==> config.mk <==
export PLATFORM = sky130hd
export DESIGN_NAME = bap_ctrl
export DESIGN_NICKNAME = d
export VERILOG_FILES = /design/src/sv/bap_pkg.sv /design/src/sv/bap_ctrl.sv
export SDC_FILE = /design/constraint.sdc
export NUM_CORES = 1
export LEC_CHECK = 0
export BUFFER_PORTS_ARGS = -buffer_cell sky130_fd_sc_hd__buf_2
export CAP_MARGIN = 20
export CORE_AREA = 2 2 39 41
export CTS_CLUSTER_DIAMETER = 150
export DETAILED_ROUTE_END_ITERATION = 6
export DIE_AREA = 0 0 41 43
export SETUP_SLACK_MARGIN = 0.05
export SLEW_MARGIN = 40
export SYNTH_ARGS = -nofsm -noshare
export SYNTH_HDL_FRONTEND = slang
export SYNTH_SLANG_ARGS = --single-unit
==> constraint.sdc <==
create_clock -name i_clk -period 1.7 [get_ports i_clk]
set_clock_uncertainty 0.2 [all_clocks]
set_input_delay 0.085 -clock i_clk [delete_from_list [all_inputs] [get_ports i_clk]]
set_output_delay 0.085 -clock i_clk [all_outputs]
set_load 0.01 [all_outputs]
==> src/sv/bap_pkg.sv <==
// shared types and constants for the block average pixelate design
package bap_pkg;

    localparam int DEF_MAX_REGION_WIDTH  = 1024;
    localparam int DEF_MAX_REGION_HEIGHT = 1024;
    localparam int DEF_MAX_BLOCK         = 64;

    localparam int PIX_W    = 8;
    localparam int PIX_MAX  = 255;
    localparam int QUOT_W   = 8;
    localparam int COORD_W  = 10;
    localparam int IN_DATA_W  = 24;
    localparam int OUT_DATA_W = 48;

    localparam int CFG_IDX_W  = 2;
    localparam int CFG_DATA_W = 11;
    localparam int CFG_DIM_W  = 11;
    localparam int CFG_BLK_W  = 7;

    localparam logic [CFG_IDX_W-1:0] CFG_REGION_WIDTH  = 2'd0;
    localparam logic [CFG_IDX_W-1:0] CFG_REGION_HEIGHT = 2'd1;
    localparam logic [CFG_IDX_W-1:0] CFG_BLOCK_SIZE    = 2'd2;

    localparam logic [CFG_DIM_W-1:0] RST_REGION_WIDTH  = 11'd1;
    localparam logic [CFG_DIM_W-1:0] RST_REGION_HEIGHT = 11'd1;
    localparam logic [CFG_BLK_W-1:0] RST_BLOCK_SIZE    = 7'd14;

    typedef struct packed {
        logic take_pixel;
        logic accumulate;
        logic div_step;
        logic load_out;
    } t_ctrl_cmd;

    typedef struct packed {
        logic block_end;
        logic div_last;
        logic out_free;
    } t_ctrl_stat;

endpackage

==> src/sv/bap_ctrl.sv <==
// controller state machine for the block average pixelate design
module bap_ctrl
    import bap_pkg::*;
(
    input  logic       i_clk,
    input  logic       i_rst_n,
    input  logic       i_in_valid,
    output logic       o_in_ready,
    input  t_ctrl_stat i_stat,
    output t_ctrl_cmd  o_cmd
);

    typedef enum logic [3:0] {
        S_IDLE = 4'b0001,
        S_ACC  = 4'b0010,
        S_DIV  = 4'b0100,
        S_LOAD = 4'b1000
    } t_state;

    t_state r_state;
    t_state n_state;

    always_ff @(posedge i_clk) begin
        if (!i_rst_n) begin
            r_state <= S_IDLE;
        end else begin
            r_state <= n_state;
        end
    end

    always_comb begin
        n_state = r_state;
        unique case (r_state)
            S_IDLE: begin
                if (i_in_valid) begin
                    n_state = S_ACC;
                end
            end
            S_ACC: begin
                n_state = i_stat.block_end ? S_DIV : S_IDLE;
            end
            S_DIV: begin
                if (i_stat.div_last) begin
                    n_state = S_LOAD;
                end
            end
            S_LOAD: begin
                if (i_stat.out_free) begin
                    n_state = S_IDLE;
                end
            end
            default: n_state = S_IDLE;
        endcase
    end

    assign o_in_ready       = (r_state == S_IDLE);
    assign o_cmd.take_pixel = (r_state == S_IDLE) && i_in_valid;
    assign o_cmd.accumulate = (r_state == S_ACC);
    assign o_cmd.div_step   = (r_state == S_DIV);
    assign o_cmd.load_out   = (r_state == S_LOAD) && i_stat.out_free;

endmodule

Word level (Yosys, flattened, before mapping)

Index checks and enable logic that the tools add are counted.

Eq/ne operators: 7
Multiplexer cells: 5
Reduce and logical (&&, ||, !) cells: 3

Operators with widths:

| kind                                                 | count |
|---|---|
| one-hot mux 4 bit (4 select lines)                   | 1 |
| 2-to-1 mux 4 bit                                     | 3 |
| != test 2 bit (second input constant)                | 3 |
| equality test 4 x 1 -> 1 bit (second input constant) | 1 |
| equality test 4 x 2 -> 1 bit (second input constant) | 1 |
| equality test 4 x 3 -> 1 bit (second input constant) | 1 |
| equality test 4 bit (second input constant)          | 1 |
| 2-to-1 mux 3 bit                                     | 1 |
| AND reduction 3 bit                                  | 1 |
| logical AND 1 bit                                    | 2 |

Bits in registers: 4
Bits of input ports: 6
Output and inout bits: 5
Logic and storage cells: 16

Depth between registers and ports, before layout

Gate-level depths: netlist (run 1).

Depth in word-level cells: 3
Depth in mapped cells: 5
Gate-level depth less buffers: 4

Worst setup path before layout (run 1)

OpenSTA, ideal clock, no wires.

Kind: reg-to-output
From: register r_state[1]
To: output port o_cmd[3] (netlist bit)
Arrival time: 1.109 ns
Path slack: 0.306 ns
Stages on the path, launching flop included: 6
Buffers on the path: 1
Path through: dfxtp_1 buf_6 nand2b_4 or3_4 inv_2 and2_2

RTL lines:

| what                     | line           | text |
|---|---|---|
| start: declaration       | bap_ctrl.sv:20 | `t_state r_state;` |
| start signal: assignment | bap_ctrl.sv:27 | `r_state <= n_state;` |
| end: declaration         | bap_ctrl.sv:10 | `output t_ctrl_cmd o_cmd` |

==> impl_metrics.tcl, run 1 <==
set metrics [dict create \
    outcome "finished, final reports clean" \
    tns_ns 0 \
    cp_num_cells 5 \
    ant_nets 0 \
    grt_pass1_vias 221 \
    critPathKind "flip-flop to primary output" \
    ys_seq_elements 4 \
    seq_area_frac_synth 0.320 \
    largest_register_ffs 4 \
    dp.cells 53 \
    intPower_mw 0.219 \
    drt_first_pass_iters 4 \
    clkSinkCount 4 \
    core_area_sq_um 1380 \
    synthTopCellsByArea "dfxtp_1 32%, and3_1 7.5%, nand3b_1 6.0%, nand2b_4 5.5%, nor4_1 5.0%" \
    synth_mux_area_frac 0 \
    reg_top3 "r_state: 4 flops" \
    end_kind "primary output" \
    slew_violations 0 \
    layout.nets 52 \
    io_buffers 10 \
    antenna_found_initial 0 \
    post_drt_wl_per_cell_um 10.8 \
    layout_commonest_cell "buf_2" \
    power_density_nw_per_um2 777 \
    regArea_sq_um 87.6 \
    rr_endpoint "r_state[0]" \
    synth_area_sq_um 250 \
    hold_path.class "input port to flip-flop" \
    finalWirelength_um 647 \
    multi_input_area_sq_um 153 \
    syn_avg_cell_area_sq_um 8.94 \
    io_pins 11 \
    die_x_um 41 \
    power_frac_clock 0.415 \
    num_antenna_cells 0 \
    drc 0 \
    finalCriticalPeriod_ns 1.61 \
    clock_path_buffers 2 \
    ff2ff_path_depth 4 \
    synth_compound_area_frac 0.155 \
    fillers 155 \
    vias 271 \
    finalCritPeriodShare 0.946 \
    syn-num-nets 34 \
    crit_path_end "o_cmd[3]" \
    p_switching_mw 0.0799 \
    place_congestion 0.773 \
    cts_root_buf "clkbuf_4" \
    grt_usage 0.0872 \
    crit_slowest_cell "dfxtp_4" \
    synth.top_cell.area_share 0.320 \
    worst_slew_pin_slew_ns 0.245 \
    maxSlewHeadroom 0.835 \
    synth.largest_area_cell "dfxtp_1" \
    synthDistinctLibCells 20 \
    finalHoldViolCount 0 \
    cts_tree "done" \
    path_max_fanout 3 \
    synth_top_family_by_area "simple AND/OR/NAND/NOR gates" \
    slowest_delay_ns 0.34 \
    combPwrFrac 0.224 \
    syn_to_final_growth_pct 53.5 \
    worstSetupStartpoint "r_state[1]" \
    die_area_sq_um 1760 \
    drt_iter0_drc 11 \
    sequentialPowerShare 0.362 \
    leakage_nw 0.175 \
    critPathRequiredTime_ns 1.41 \
    regMostFlops "r_state" \
    setup_viol 0 \
    finalNonFillerCells 60 \
    grt_setup_unrepaired "true" \
    r2r_setup_slack_ns 0.30 \
    crit_chain "nand2b_4, or3_4, inv_2, and2_4, buf_6" \
    cp_data_arrival_time_ns 1.32 \
    critPathLaunchType "flip-flop" \
    numCtsBuffers 3 \
    synthAdderAreaFrac 0 \
    cap_violations 0 \
    die_h_um 43 \
    crit_family "simple AND/OR/NAND/NOR gates" \
    grt_max_degree 9 \
    insertion_delay_ns 0.24 \
    syn_inst 28 \
    grt_overflow_total 0 \
    r2r_start "r_state[1]" \
    row_count 14 \
    drive_above_1_share 0.477 \
    whs_ns 0.00774 \
    grt_pass1_wl_um 952 \
    viasPerCell 4.52 \
    switching_share 0.268 \
    synth_xor_area_frac 0 \
    htree_levels 1 \
    yosys_warnings 0 \
    detailed_place_hpwl_um 441 \
    max-vdd-ir-drop_mv 0.132 \
    critical_path_buf_inv_count 2 \
    initial_core_util 0.181 \
    clk_pin_slew_ns 0.04 \
    synth_simple_gate_area_frac 0.450 \
    fmax_mhz 622 \
    final_cell_mix "9 x buf_2, 3 x and3_1, 3 x clkbuf_4, 3 x dlygate4sd3_1" \
]
[kinds of logic after synthesis]
kind of cell           Yosys count
flip-flops                       4
AND/OR/NAND/NOR                 16
buffers and inverters            3
AO/OA/AOI/OAI                    5
[how the worst min path moves through the flow]
stage | depth (start not counted) | from | to | slack, ns
after floorplan | 1 | i_rst_n | r_state[0] | -0.04
after detailed placement | 2 | i_rst_n | r_state[0] | 0.11
after global routing | 3 | i_stat[1] | r_state[2] | 0.02
final | 3 | i_stat[1] | r_state[2] | 0.008
after CTS | 3 | i_stat[1] | r_state[2] | 0.0006
after global placement | 2 | i_rst_n | r_state[0] | 0.10
[final cells by class]
| class | count | area share |
|---|---|---|
| Clock buffer | 3 | 0.0586 |
| Inverter | 2 | 0.0195 |
| Multi-Input combinational cell | 21 | 0.397 |
| Sequential cell | 4 | 0.228 |
| Tap cell | 16 | 0.0521 |
| Timing Repair Buffer | 14 | 0.244 |
[metrics by stage]
stage	cell area, sq um	total power [mW]	setup slack, ns	utilization
floorplan	250	0.146	0.306	-
CTS	374	0.295	0.0714	0.270
detailed placement	309	0.162	0.245	0.223
finish	384	0.299	0.0919	0.278
global route	384	0.320	0.0390	0.278
global placement	309	0.161	0.247	0.223
[cells in the mapped netlist (all sizes together)]
library cell  count
and3              4
dfxtp             4
inv               2
nand2b            2
nand3b            2
nor2              2
nor4              2
a311oi            1
and2              1
and4              1
buf               1
nand2             1
o21a              1
o221ai            1
o22ai             1
o31ai             1
or3               1
[power by group through the flow]
stage          clock network, mW  logic (mW)  registers (mW)
6_report                   0.124      0.0668           0.108
5_1_grt                    0.137      0.0741           0.108
4_1_cts                    0.126      0.0617           0.108
3_5_place_dp                   0      0.0506           0.111
3_3_place_gp                   0      0.0494           0.112
2_1_floorplan                  0      0.0394           0.107
[metal layers]
metal / global-route usage / vias to the layer above / share of wire / wire (um)
li1: - / 141 / - / -
met1: 0.115 / 111 / 0.52 / 338
met2: 0.0938 / 15 / 0.36 / 230
met3: 0.0157 / 4 / 0.082 / 53
met4: 0.120 / 0 / 0.039 / 25
met5: 0 / - / 0 / 0
[tightest hold or removal path: stages]
cell and delay [ns]:
buf_2 0.09, o31ai_1 0.06, and3_1 0.16
[timing repair]
action | in CTS | in global routing
cloned | 0 | 0
hold buffers | 3 | 0
setup endpoints to repair | 1 | 1
endpoints found under the hold margin | 4 | 0
gates resized for setup | 3 | 3
buffers inserted | 1 | 0
Power figures use the tool's default switching activity.
==> run 2: changes to the inputs <==
Settings changed: ABC_AREA set to 1.
==> run 2 against run 1 <==
The run now ends with negative hold slack left. Hold slack got worse by 0.011 ns. Synthesized cell count is 61% higher. Cell area rose by 1.6%. Flip-flop and latch count unchanged. Global-route usage rose by 0.51 points. Critical endpoint unchanged. Combinational power about the same. Final cell count is 30% higher.
==> impl_metrics.tcl, run 2 <==
set metrics [dict create \
    intPower_mw 0.208 \
    die_area_sq_um 1760 \
    place_area_sq_um 328 \
    finalWirelength_um 593 \
    sequentialPowerShare 0.353 \
    ys_seq_elements 4 \
    worst_slew_pin_slew_ns 0.190 \
    antenna_found_initial 0 \
    die_x_um 41 \
    combPwrFrac 0.228 \
    initial_core_util 0.186 \
    switching_share 0.291 \
    vias 306 \
    regMostFlops "r_state" \
    post_cts_buffers 0 \
    largest_register_ffs 4 \
    yosys_warnings 0 \
    path_max_fanout 4 \
    critPathKind "flip-flop to primary output" \
    dp.cells 71 \
    critPathRequiredTime_ns 1.41 \
    post-route-util 0.282 \
    worst_slack_ns 0.328 \
    slew_violations 0 \
    total_power_mw 0.293 \
    pre_cts_ws_ns 0.493 \
    synth.largest_area_cell "dfxtp_1" \
    maxSlewHeadroom 0.873 \
    whs_ns -0.00336 \
    cts_tree "done" \
    drive_above_1_share 0.258 \
    finalHoldViolCount 1 \
    leakage_nw 0.225 \
    final_cell_mix "11 x inv_1, 11 x nand2_1, 10 x buf_2" \
    syn_to_final_growth_pct 51.5 \
    tns_ns 0 \
    yosys_most_used_dff "dfxtp_1" \
    synth_area_sq_um 258 \
    synth.top_cell.area_share 0.311 \
    syn_avg_cell_area_sq_um 5.73 \
    power_density_nw_per_um2 752 \
    setup_viol 0 \
    finalCriticalPeriod_ns 1.37 \
    fmax_mhz 729 \
    viasPerCell 3.92 \
    grt_max_degree 5 \
    numCtsBuffers 3 \
    end_kind "primary output" \
    max-vdd-ir-drop_mv 0.212 \
    grt_overflow_total 0 \
    core_area_sq_um 1380 \
    synthDistinctLibCells 11 \
    grt_setup_unrepaired "false" \
    drt_iter0_drc 1 \
    io_pins 11 \
    cp_data_arrival_time_ns 1.09 \
    post_drt_wl_per_cell_um 7.60 \
    die_h_um 43 \
    grt_usage 0.0923 \
    clock_path_buffers 2 \
    clkSinkCount 4 \
    detailed_place_hpwl_um 480 \
    async_reset_ff_frac 0 \
    finalNonFillerCells 78 \
    cts_root_buf "clkbuf_4" \
    htree_levels 1 \
    critPathLaunchType "flip-flop" \
    reg_top3 "r_state: 4 flops" \
    p_switching_mw 0.0855 \
    place_congestion 0.664 \
    seq_area_frac_synth 0.311 \
    clk_pin_slew_ns 0.04 \
    io_buffers 10 \
    synthTopCellsByArea "dfxtp_1 31%, inv_1 16%, nand2_1 16%, nor2_1 12%, nand3_1 7.8%" \
    grt_pass1_wl_um 1010 \
    syn_inst 45 \
    hold_path.class "input port to flip-flop" \
    failed_checks "negative hold slack" \
    syn-num-nets 51 \
    outcome "finished, violations left" \
    layout.nets 70 \
    final_cell_area_sq_um 390 \
    insertion_delay_ns 0.24 \
    finalCritPeriodShare 0.807 \
    synth-edff-count 0 \
    cap_violations 0 \
    row_count 14 \
    drc 0 \
    grt_pass1_vias 278 \
    drt_first_pass_iters 2 \
    synthTopCellsByCount "11 x inv_1, 11 x nand2_1, 8 x nor2_1, 4 x dfxtp_1, 4 x nand3_1" \
    num_antenna_cells 0 \
    ant_nets 0 \
    power_frac_clock 0.419 \
]
==> run 2: cell types whose count changed after synthesis, moves of 2 or more <==
cell,before,now
nor2_1,2,8
nand3_1,0,4
and3_1,3,0
nand3b_1,2,0
nor2_2,0,2
nand2_1,1,11
inv_1,1,11
nor4_1,2,0
==> run 2: logic make-up after synthesis <==
| kind of cell | synth area share |
|---|---|
| AOI/OAI and AO/OA | 0.0437 |
| buffers and inverters | 0.160 |
| DFF | 0.311 |
| and+or+nand+nor | 0.485 |
==> run 2: final cells by class <==
| class | count | area [sq um] |
|---|---|---|
| Timing Repair Buffer | 14 | 90.1 |
| Fill cell | 159 | 993 |
| Sequential cell | 4 | 80.1 |
| Clock buffer | 3 | 22.5 |
| Tap cell | 16 | 20.0 |
| Multi-Input combinational cell | 30 | 136 |
| Inverter | 11 | 41.3 |
==> run 2: final timing paths <==
path                            startpoint          to  slack [ns]  depth (start not counted)
worst max register to register  r_state[0]  r_state[0]        0.50                          7
worst min register to register  r_state[3]  r_state[1]        0.43                          3
worst min-delay path             i_stat[0]  r_state[3]      -0.003                          4
worst max-delay path            r_state[0]    o_cmd[3]        0.33                          5
==> run 2: worst max-delay path, stage by stage (launching register included) <==
cell,delay [ns]
dfxtp_1,0.32
inv_1,0.07
nor2_1,0.11
nand2_1,0.12
nor2_1,0.09
buf_2,0.13
==> run 2: per-layer routing <==
metal  wire length (um)  track usage  vias up
met4                 20        0.100        0
met5                  0            0        -
li1                   -            -      169
met2                300        0.131        6
met3                 30       0.0314        2
met1                241       0.0929      129
==> run 2: power groups by stage <==
stage | sequential (mW) | clock [mW] | combinational, mW
final | 0.104 | 0.123 | 0.0668
after global routing | 0.104 | 0.129 | 0.0770
after CTS | 0.104 | 0.125 | 0.0680
after detailed placement | 0.105 | 0 | 0.0610
after global placement | 0.105 | 0 | 0.0603
after floorplan | 0.104 | 0 | 0.0400
==> run 2: timing repair <==
action / in CTS / in global routing
hold buffers: 4 / 0
resized for setup: 0 / 0
endpoints found under the hold margin: 4 / 0
